==> config.mk <==
export PLATFORM = sky130hd
export DESIGN_NAME = linear_probe_hash_set_top
export DESIGN_NICKNAME = d
export VERILOG_FILES = /design/src/rtl/lphs_pkg.sv /design/src/rtl/lphs_mod.sv /design/src/rtl/lphs_probe.sv /design/src/rtl/linear_probe_hash_set_top.sv
export SDC_FILE = /design/constraint.sdc
export NUM_CORES = 2
export LEC_CHECK = 0
export BUFFER_PORTS_ARGS = -buffer_cell sky130_fd_sc_hd__buf_2
export CELL_PAD_IN_SITES_DETAIL_PLACEMENT = 0
export CELL_PAD_IN_SITES_GLOBAL_PLACEMENT = 2
export CORE_MARGIN = 1
export CORE_UTILIZATION = 47
export DETAILED_ROUTE_END_ITERATION = 12
export PLACE_DENSITY = 0.85
export SLEW_MARGIN = 25
export SYNTH_ARGS = -nofsm -noshare
export SYNTH_HDL_FRONTEND = slang
export SYNTH_HIERARCHICAL = 1
export SYNTH_SLANG_ARGS = --single-unit
export TNS_END_PERCENT = 30
==> constraint.sdc <==
create_clock -name clk_i -period 6.6 [get_ports clk_i]
set_clock_uncertainty 0.05 [all_clocks]
set_input_delay 1.32 -clock clk_i [delete_from_list [all_inputs] [get_ports clk_i]]
set_output_delay 1.32 -clock clk_i [all_outputs]
set_load 0.02 [all_outputs]
==> src/rtl/lphs_pkg.sv <==
package lphs_pkg;

  localparam int unsigned KEY_W    = 32;
  localparam int unsigned STATUS_W = 3;
  localparam int unsigned SLOT_W   = 6;

  localparam logic CMD_INSERT = 1'b0;
  localparam logic CMD_SEARCH = 1'b1;

  localparam logic [STATUS_W-1:0] ST_INSERTED = 3'd0;
  localparam logic [STATUS_W-1:0] ST_PRESENT  = 3'd1;
  localparam logic [STATUS_W-1:0] ST_FULL     = 3'd2;
  localparam logic [STATUS_W-1:0] ST_FOUND    = 3'd3;
  localparam logic [STATUS_W-1:0] ST_NOTFOUND = 3'd4;

  typedef struct packed {
    logic [STATUS_W-1:0] status;
    logic [SLOT_W-1:0]   slot;
  } result_t;

endpackage

==> src/rtl/lphs_mod.sv <==
module lphs_mod #(
  parameter int unsigned TABLE_SIZE = 64
) (
  input  logic                          clk_i,
  input  logic                          rst_ni,
  input  logic                          start_i,
  input  logic [lphs_pkg::KEY_W-1:0]    key_i,
  output logic                          done_o,
  output logic [$clog2(TABLE_SIZE)-1:0] home_o
);

  localparam int unsigned AW     = $clog2(TABLE_SIZE);
  localparam int unsigned KW     = lphs_pkg::KEY_W;
  localparam int unsigned SHIFT  = KW + AW;
  localparam int unsigned RCP_W  = KW + 1;
  localparam int unsigned PROD_W = KW + RCP_W;
  localparam int unsigned QUO_W  = PROD_W - SHIFT;
  // rounded-up reciprocal, exact quotient for every key
  localparam logic [63:0] RCP_WIDE =
    ((64'd1 << SHIFT) + 64'(TABLE_SIZE) - 64'd1) / 64'(TABLE_SIZE);
  localparam logic [RCP_W-1:0] RCP     = RCP_W'(RCP_WIDE);
  localparam logic [KW-1:0]    MODULUS = KW'(TABLE_SIZE);

  logic              mul_q, sub_q, done_q;
  logic [KW-1:0]     key_q;
  logic [QUO_W-1:0]  quo_q;
  logic [AW-1:0]     rem_q;
  logic [PROD_W-1:0] prod;
  logic [KW-1:0]     back;
  logic [KW-1:0]     diff;

  assign prod = PROD_W'(key_q) * PROD_W'(RCP);
  assign back = KW'(quo_q) * MODULUS;
  assign diff = key_q - back;

  always_ff @(posedge clk_i or negedge rst_ni) begin
    if (!rst_ni) begin
      mul_q  <= 1'b0;
      sub_q  <= 1'b0;
      done_q <= 1'b0;
    end else begin
      mul_q  <= start_i;
      sub_q  <= mul_q;
      done_q <= sub_q;
    end
  end

  always_ff @(posedge clk_i) begin
    if (start_i) begin
      key_q <= key_i;
    end
    if (mul_q) begin
      quo_q <= prod[PROD_W-1:SHIFT];
    end
    if (sub_q) begin
      rem_q <= diff[AW-1:0];
    end
  end

  assign done_o = done_q;
  assign home_o = rem_q;

endmodule

==> src/rtl/lphs_probe.sv <==
module lphs_probe #(
  parameter int unsigned TABLE_SIZE = 64
) (
  input  logic                          clk_i,
  input  logic                          rst_ni,
  input  logic                          start_i,
  input  logic                          cmd_i,
  input  logic [lphs_pkg::KEY_W-1:0]    key_i,
  output logic                          busy_o,
  output logic                          hash_start_o,
  input  logic                          hash_done_i,
  input  logic [$clog2(TABLE_SIZE)-1:0] hash_home_i,
  output logic                          done_o,
  output lphs_pkg::result_t             res_o
);

  localparam int unsigned AW    = $clog2(TABLE_SIZE);
  localparam int unsigned ENT_W = lphs_pkg::KEY_W + 1;
  localparam logic [AW-1:0] LAST = AW'(TABLE_SIZE - 1);

  localparam logic [1:0] S_CLEAR = 2'd0;
  localparam logic [1:0] S_IDLE  = 2'd1;
  localparam logic [1:0] S_HASH  = 2'd2;
  localparam logic [1:0] S_PROBE = 2'd3;

  // entry: {valid, key}
  logic [ENT_W-1:0] mem [TABLE_SIZE];
  logic [ENT_W-1:0] rd_data_q;

  logic [1:0]                 state_q, state_d;
  logic [AW-1:0]              p_q, p_d, p_next;
  logic [AW-1:0]              cnt_q, cnt_d;
  logic                       cmd_q, cmd_d;
  logic [lphs_pkg::KEY_W-1:0] key_q, key_d;
  logic                       done_q, done_d;
  lphs_pkg::result_t          res_q, res_d;

  logic [AW-1:0]    rd_addr, wr_addr;
  logic             wr_en;
  logic [ENT_W-1:0] wr_data;
  logic             ent_valid, ent_match;

  assign p_next    = (p_q == LAST) ? '0 : p_q + 1'b1;
  assign ent_valid = rd_data_q[ENT_W-1];
  assign ent_match = rd_data_q[lphs_pkg::KEY_W-1:0] == key_q;

  always_comb begin
    state_d      = state_q;
    p_d          = p_q;
    cnt_d        = cnt_q;
    cmd_d        = cmd_q;
    key_d        = key_q;
    done_d       = 1'b0;
    res_d        = res_q;
    rd_addr      = p_q;
    wr_en        = 1'b0;
    wr_addr      = p_q;
    wr_data      = '0;
    hash_start_o = 1'b0;
    case (state_q)
      S_CLEAR: begin
        wr_en   = 1'b1;
        wr_addr = cnt_q;
        if (cnt_q == LAST) begin
          cnt_d   = '0;
          state_d = S_IDLE;
        end else begin
          cnt_d = cnt_q + 1'b1;
        end
      end
      S_IDLE: begin
        if (start_i) begin
          cmd_d        = cmd_i;
          key_d        = key_i;
          hash_start_o = 1'b1;
          state_d      = S_HASH;
        end
      end
      S_HASH: begin
        if (hash_done_i) begin
          p_d     = hash_home_i;
          rd_addr = hash_home_i;
          cnt_d   = '0;
          state_d = S_PROBE;
        end
      end
      S_PROBE: begin
        if (!ent_valid) begin
          done_d  = 1'b1;
          state_d = S_IDLE;
          if (cmd_q == lphs_pkg::CMD_INSERT) begin
            wr_en        = 1'b1;
            wr_data      = {1'b1, key_q};
            res_d.status = lphs_pkg::ST_INSERTED;
            res_d.slot   = lphs_pkg::SLOT_W'(p_q);
          end else begin
            res_d.status = lphs_pkg::ST_NOTFOUND;
            res_d.slot   = '0;
          end
        end else if (ent_match) begin
          done_d       = 1'b1;
          state_d      = S_IDLE;
          res_d.status = (cmd_q == lphs_pkg::CMD_INSERT) ? lphs_pkg::ST_PRESENT
                                                         : lphs_pkg::ST_FOUND;
          res_d.slot   = lphs_pkg::SLOT_W'(p_q);
        end else if (cnt_q == LAST) begin
          done_d       = 1'b1;
          state_d      = S_IDLE;
          res_d.status = (cmd_q == lphs_pkg::CMD_INSERT) ? lphs_pkg::ST_FULL
                                                         : lphs_pkg::ST_NOTFOUND;
          res_d.slot   = '0;
        end else begin
          p_d     = p_next;
          rd_addr = p_next;
          cnt_d   = cnt_q + 1'b1;
        end
      end
      default: begin
        state_d = S_IDLE;
      end
    endcase
  end

  always_ff @(posedge clk_i or negedge rst_ni) begin
    if (!rst_ni) begin
      state_q <= S_CLEAR;
      cnt_q   <= '0;
      done_q  <= 1'b0;
    end else begin
      state_q <= state_d;
      cnt_q   <= cnt_d;
      done_q  <= done_d;
    end
  end

  always_ff @(posedge clk_i) begin
    p_q   <= p_d;
    cmd_q <= cmd_d;
    key_q <= key_d;
    res_q <= res_d;
  end

  always_ff @(posedge clk_i) begin
    if (wr_en) begin
      mem[wr_addr] <= wr_data;
    end
    rd_data_q <= mem[rd_addr];
  end

  assign busy_o = state_q != S_IDLE;
  assign done_o = done_q;
  assign res_o  = res_q;

endmodule

==> src/rtl/linear_probe_hash_set_top.sv <==
// Flow: the start transfer drives the home-slot divider (registers mul_q, sub_q, done_q),
// then one table read, then one probe per slot until done_o, n = slots probed (1..TABLE_SIZE).
// One command at a time; start is taken again in the cycle done_o is high.
// Reset: after rst_ni rises the table is swept clear for TABLE_SIZE cycles with busy high.
// Results are shown for one cycle only; the receiver cannot stall.
module linear_probe_hash_set_top #(
  parameter int unsigned TABLE_SIZE = 64
) (
  input  logic                             clk_i,
  input  logic                             rst_ni,
  input  logic                             start,
  output logic                             busy,
  input  logic                             cmd_i,
  input  logic [lphs_pkg::KEY_W-1:0]       key_i,
  output logic                             done_o,
  output logic [lphs_pkg::STATUS_W-1:0]    status_o,
  output logic [lphs_pkg::SLOT_W-1:0]      slot_o
);

  localparam int unsigned AW = $clog2(TABLE_SIZE);

  logic              hash_start, hash_done;
  logic [AW-1:0]     hash_home;
  lphs_pkg::result_t res;

  lphs_mod #(
    .TABLE_SIZE (TABLE_SIZE)
  ) u_mod (
    .clk_i   (clk_i),
    .rst_ni  (rst_ni),
    .start_i (hash_start),
    .key_i   (key_i),
    .done_o  (hash_done),
    .home_o  (hash_home)
  );

  lphs_probe #(
    .TABLE_SIZE (TABLE_SIZE)
  ) u_probe (
    .clk_i        (clk_i),
    .rst_ni       (rst_ni),
    .start_i      (start),
    .cmd_i        (cmd_i),
    .key_i        (key_i),
    .busy_o       (busy),
    .hash_start_o (hash_start),
    .hash_done_i  (hash_done),
    .hash_home_i  (hash_home),
    .done_o       (done_o),
    .res_o        (res)
  );

  assign status_o = res.status;
  assign slot_o   = res.slot;

  a_accept_busy: assert property (@(posedge clk_i) disable iff (!rst_ni)
    (start && !busy) |=> busy)
    else $error("busy not raised after command transfer");

  a_one_strobe: assert property (@(posedge clk_i) disable iff (!rst_ni)
    done_o |=> !done_o)
    else $error("result strobe held for more than one cycle");

  a_miss_slot: assert property (@(posedge clk_i) disable iff (!rst_ni)
    (done_o && (status_o == lphs_pkg::ST_FULL || status_o == lphs_pkg::ST_NOTFOUND))
      |-> (slot_o == '0))
    else $error("slot not zero on full or not found");

  a_status_code: assert property (@(posedge clk_i) disable iff (!rst_ni)
    done_o |-> (status_o <= lphs_pkg::ST_NOTFOUND))
    else $error("status code out of range");

  a_hash_idle: assert property (@(posedge clk_i) disable iff (!rst_ni)
    hash_done |-> !done_o)
    else $error("home slot ready while a result is shown");

endmodule
[Word level (Yosys, flattened, before mapping)]
Memories as Yosys holds them, arrays and structs flattened. A register that Yosys moved wholly into a read port is not among the register bits.
Cells that the tools add are included.
Word-level totals
  register bits after elaboration: 72
  memory bits (writable): 2112
  input bits: 36
  output and inout port bits: 11
  logic and storage cells: 75
  memories: 1
Memory list
  u_probe.mem: words 64, bits a word 33, read ports 1, clocked after Yosys merged registers in 1, wr ports 1, line lphs_probe.sv:27  | logic [ENT_W-1:0] mem [TABLE_SIZE];
Cells by class
  add/sub/neg operators: 3
  equality and inequality tests: 13
  muxes and demuxes: 39
  reduce and logical (&&, ||, !) cells: 6
Operators by type and width (number)
  33-bit two-way mux: 3
  6-bit two-way mux: 11
  9-bit two-way mux: 4
  32-bit equality test: 1
  6-bit one-hot mux with 3 select lines: 1
  6-bit by 1-bit adder with 6-bit output (second input constant): 2
  6-bit equality test (second input constant): 2
  2-bit two-way mux: 6
  6-bit one-hot mux with 2 select lines: 1
  1-bit two-way mux: 10
  2-bit != test (second input constant): 4
  2-bit one-hot mux with 4 select lines: 1
  2-bit AND reduction: 3
  6-bit by 1-bit subtractor with 6-bit output (second input constant): 1
  5-bit AND reduction: 1
  2-bit equality test (second input constant): 2
  2-bit by 1-bit != test with 1-bit output (second input constant): 2
  3-bit two-way mux: 1
  3-bit != test (second input constant): 1
  3-bit nonzero test: 1
  2-bit by 1-bit equality test with 1-bit output (second input constant): 1
  2-bit logical NOT: 1
  1-bit one-hot mux with 2 select lines: 1

[Logic depth before layout (Yosys ltp)]
  depth after elaboration: 6
  mapped depth: 18
  gate-level depth less buffers: 14

[By module]
Netlist, hierarchy kept.
Modules (own cells, without submodules)
  lphs_probe: times used 1, cells each 5907, area an instance 86590.5 sq um, sequential area each 65688.0 sq um
  lphs_mod: times used 1, cells each 15, area an instance 435.4 sq um, sequential area each 435.4 sq um

[Worst setup path after synthesis]
OpenSTA, ideal clock, no wires.
  path kind: flip-flop to flip-flop
  from: register u_probe.state_q[0]
  to: memory u_probe/mem[10][0] (netlist bit), enable pin
  setup time: 0.423 ns
  arrival: 5.633 ns
  data required time: 6.127 ns
  slack: 0.494 ns
  stages on the path, launching flop included: 11
  path buffers: 1
  period minus slack after synthesis: 6.106 ns
  cells stage by stage: dfrtp_1 ha_1 inv_1 clkbuf_1 nor3_1 nand2_1 nor2_1 a21oi_1 nor2_1 nand2_1 nor2_1
Between the ends
  cells in the longest elaborated chain, start to end: 4
  elaborated cells on any way between the ends: 6
  those cells by class: 1 x eq/ne; 4 x mux; 1 x reduce/logical
RTL lines
  from (decl): line lphs_probe.sv:30  | logic [1:0] state_q, state_d;
  from (signal assigned): line lphs_probe.sv:130  | state_q <= state_d;
  2-bit equality test or 2-bit logical NOT (tied branches): line lphs_probe.sv:60  | case (state_q)
  1-bit one-hot mux with 2 select lines: line lphs_probe.sv:60
  1-bit two-way mux: line lphs_probe.sv:144  | if (wr_en) begin
  1-bit two-way mux (implied by the code): line lphs_probe.sv:145  | mem[wr_addr] <= wr_data;
  to (decl): line lphs_probe.sv:27
Parallel ways exist; a longest one is shown, timed or not.

[Worst setup path in the final report]
  from: register u_probe.rd_data_q[9], read port of u_probe.mem
  to: register u_probe.rd_data_q[16], read port of u_probe.mem
Between the ends
  cells in the longest elaborated chain, start to end: 4
RTL lines
  from (decl): line lphs_probe.sv:28  | logic [ENT_W-1:0] rd_data_q;
  32-bit equality test: line lphs_probe.sv:45  | assign ent_match = rd_data_q[lphs_pkg::KEY_W-1:0] == key_q;
  6-bit two-way mux: line lphs_probe.sv:100  | end else if (ent_match) begin
  6-bit two-way mux
  6-bit one-hot mux with 2 select lines: line lphs_probe.sv:60
No other way between the ends.
A chain may end at the register's enable or synchronous reset.

==> impl_metrics.env <==
export IMPL_outcome="finished, final reports clean"
export IMPL_vdd_drop_max_uv=230
export IMPL_crit_type="reg2reg"
export IMPL_leakagePower_nw=28.8
export IMPL_fin_crit_sh_pct=88.4
export IMPL_synth_edff_count=2166
export IMPL_critPathLaunchType="flop"
export IMPL_finalMaxSlewViolations=0
export IMPL_die_area_mm2=0.187
export IMPL_critical_path_top_delay_family="simple AND/OR/NAND/NOR gates"
export IMPL_cts_sinks=2217
export IMPL_initial_core_util_pct=47.4
export IMPL_setup_viol=0
export IMPL_finalWeightedCongestion=0.880
export IMPL_vias=53100
export IMPL_whs_ps=302
export IMPL_syn_area_per_cell_um2=14.7
export IMPL_hold_path_class="reg2reg"
export IMPL_synth_area_mm2=0.0870
export IMPL_final_hold_violation_count=0
export IMPL_ctsLongestPathBuffers=3
export IMPL_synth_top_flop_cell="edfxtp_1"
export IMPL_relSlewSlack_pct=25.3
export IMPL_cts_root_buf="clkbuf_16"
export IMPL_powerDensity_mw_per_mm2=279
export IMPL_grt_remaining_overflow=0
export IMPL_max_cap_violations=0
export IMPL_fin_nets=6071
export IMPL_crit_top_cell="nand4_1"
export IMPL_clk_pin_slew_ps=60
export IMPL_postCtsSetupBuffers=0
export IMPL_insertion_delay_ps=880
export IMPL_crit_required_ps=7150
export IMPL_dp_hpwl_um=148000
export IMPL_max_freq_mhz=171
export IMPL_grt_pass1_wl_um=361000
export IMPL_cts_max_level=4
export IMPL_rows=157
export IMPL_routed_wirelength_um=253000
export IMPL_cts_buffers=218
export IMPL_drtAntennaViolNets=0
export IMPL_grt_total_usage_pct=26.8
export IMPL_syn_nets=5966
export IMPL_netlist_instances=5922
export IMPL_grt_pass1_vias=50100
export IMPL_cts_tree="built"
export IMPL_hold_buffers=0
export IMPL_cp_num_buf_inv=3
export IMPL_antenna_found_initial=6
export IMPL_max_stage_delay_ps=650
export IMPL_slowest_stage="inv_8"
export IMPL_die_x_um=432
export IMPL_yosys_top_cells_area="edfxtp_1, nand2_1, mux2i_1"
export IMPL_wl_per_cell_um=29.2
export IMPL_portBuffers=46
export IMPL_grt_max_degree=160
export IMPL_total_power_w=0.0275
export IMPL_chipHeight_um=432
export IMPL_yosysSeqAreaShare_pct=76.0
export IMPL_fin_crit_ps=5840
export IMPL_rsz0062_at_grt="no"
export IMPL_area_growth_pct=13.0
export IMPL_drc=0
export IMPL_path_cells="xnor2_1 > nand4_1 > nor4_1 > a21boi_0 > a21oi_1 > nor3_4 > inv_8 > buf_12 > buf_4 > mux2i_1 > a32oi_1 > a31oi_1 > nand4_1"
export IMPL_async_reset_ff_share_pct=0.541
export IMPL_vias_per_cell=6.11
export IMPL_path_max_fanout=112
export IMPL_drt_iter0_drc=6501
export IMPL_fp_coreArea_mm2=0.183
export IMPL_worstMarginPinSlew_ps=1120
export IMPL_pin_count=47
export IMPL_worstPathArrival_ps=6390
export IMPL_finalSetupTns_ps=0
export IMPL_synth_top_area_share_pct=74.7
export IMPL_synth_top_area_cell="edfxtp_1"
export IMPL_end_kind="flop"
export IMPL_drive_above_1_share_pct=11.7
export IMPL_cts_resized=0
export IMPL_detail_route_first_pass_iterations=6
export IMPL_ys_warn_count=6
export IMPL_synth_seq_cells=2217
export IMPL_ys_types=70
==> layout make-up <==
cell class / instances / area (um^2)
fillers: 14800 / 85200
flip-flops and latches: 2217 / 66100
multi-input cells: 3318 / 19700
clock buffers: 290 / 5930
well taps: 2464 / 3080
repair buffers: 259 / 2230
clock inverters: 121 / 1140
inverters: 13 / 77.6
diodes: 3 / 7.51
==> report_power, final <==
part,leakage [nW],switching (W),total [W],internal (W)
Combinational,9.64,0.0000183,0.0000259,0.00000755
Sequential,15.6,0,0.0152,0.0152
Clock,3.47,0.00534,0.0122,0.00689
==> registers in the layout (all words and copies together) (netlist names), 2 cells and up <==
| signal | flops |
|---|---|
| u_probe/rd_data_q | 33 |
| u_mod/key_q | 6 |
| u_probe/res_o | 9 |
| u_probe/key_q | 32 |
| u_probe/cnt_q | 6 |
| u_probe/p_q | 6 |
| u_mod/home_o | 6 |
| u_probe/state_q | 2 |
| u_probe/mem | 2112 |
==> cells in the mapped netlist, types with 37 or more instances <==
library cell / n
a21oi_1: 220
a31oi_1: 94
a32oi_1: 206
and2_1: 37
and3_1: 82
buf_2: 182
clkbuf_1: 125
dfxtp_1: 39
edfxtp_1: 2166
mux2i_1: 369
nand2_1: 1369
nand3_1: 309
nand4_1: 58
nor2_1: 99
o21ai_0: 60
o22ai_1: 51
==> final timing paths <==
path / start / to / slack, ps / cells after the start
max in group asynchronous: rst_ni / u_probe/state_q[0] / 5920 / 1
setup reg to reg: u_probe/rd_data_q[9] / u_probe/rd_data_q[16] / 760 / 13
hold / removal: u_mod/mul_q / u_mod/sub_q / 300 / 0
hold reg to reg: u_mod/mul_q / u_mod/sub_q / 300 / 0
setup / recovery: u_probe/rd_data_q[9] / u_probe/rd_data_q[16] / 760 / 13
min in group asynchronous: rst_ni / u_probe/done_o / 310 / 1
==> routing by layer <==
metal | track usage [%] | part of all wire, % | wire, um
met4 | 10.7 | 4.2 | 10800
met3 | 5.27 | 8.9 | 22400
met5 | 0 | 0.013 | 34
met1 | 37.0 | 41 | 103000
met2 | 41.9 | 46 | 118000
==> per-stage QoR <==
stage | cell area, um^2 | worst slack, ps | instances | util (%)
final | 98300 | 765 | 8685 | 53.6
after global routing | 98300 | 619 | 8682 | 53.6
after CTS | 98200 | 914 | 8680 | 53.5
after detailed placement | 91200 | 939 | 8269 | 49.7
after global placement | 91100 | 983 | 8268 | 49.7
after floorplan | 87000 | 494 | 5922 | -
==> worst reg2reg max path, stage by stage, from the launching register on <==
cell      delay, ps
dfxtp_1         390
xnor2_1         540
nand4_1         410
nor4_1          550
a21boi_0        270
a21oi_1         290
nor3_4          100
inv_8           650
buf_12          510
buf_4           490
mux2i_1         250
a32oi_1          90
a31oi_1         520
nand4_1         460
==> kinds of logic (layout without fill, tap and decap cells) <==
family	after synthesis	after routing	synth area share, %
buffers and inverters	387	683	2.09
AND/OR/NAND/NOR	2031	2031	9.94
adder cells (fa/ha/maj)	8	8	0.115
flip-flops	2217	2217	76.0
XOR/XNOR	32	32	0.322
multiplexers	401	401	4.66
other	0	3	0
AO/OA/AOI/OAI	846	846	6.89
==> cell usage in the layout, fill, tap and decap left out, drive strengths merged, types with 13 or more instances in the layout <==
master   netlist  layout
a311o         13      13
a21oi        220     220
o31a          13      13
nor2         101     101
mux2i        370     370
dfxtp         39      39
buf          248     259
o2bb2ai       20      20
o21ai         62      62
xnor2         32      32
a32o          17      17
nand4         58      58
nand2       1369    1369
edfxtp      2166    2166
bufinv         0      14
mux2          31      31
nor3          30      30
a22oi         21      21
and3          82      82
nand3        309     309
o22ai         51      51
a211o         14      14
a221oi        36      36
clkinv         0      96
o22a          16      16
and2          37      37
a32oi        206     206
clkbuf       126     290
o221ai        15      15
inv           13      21
a31oi         94      94
No activity file was read; power rests on OpenSTA's default activity.
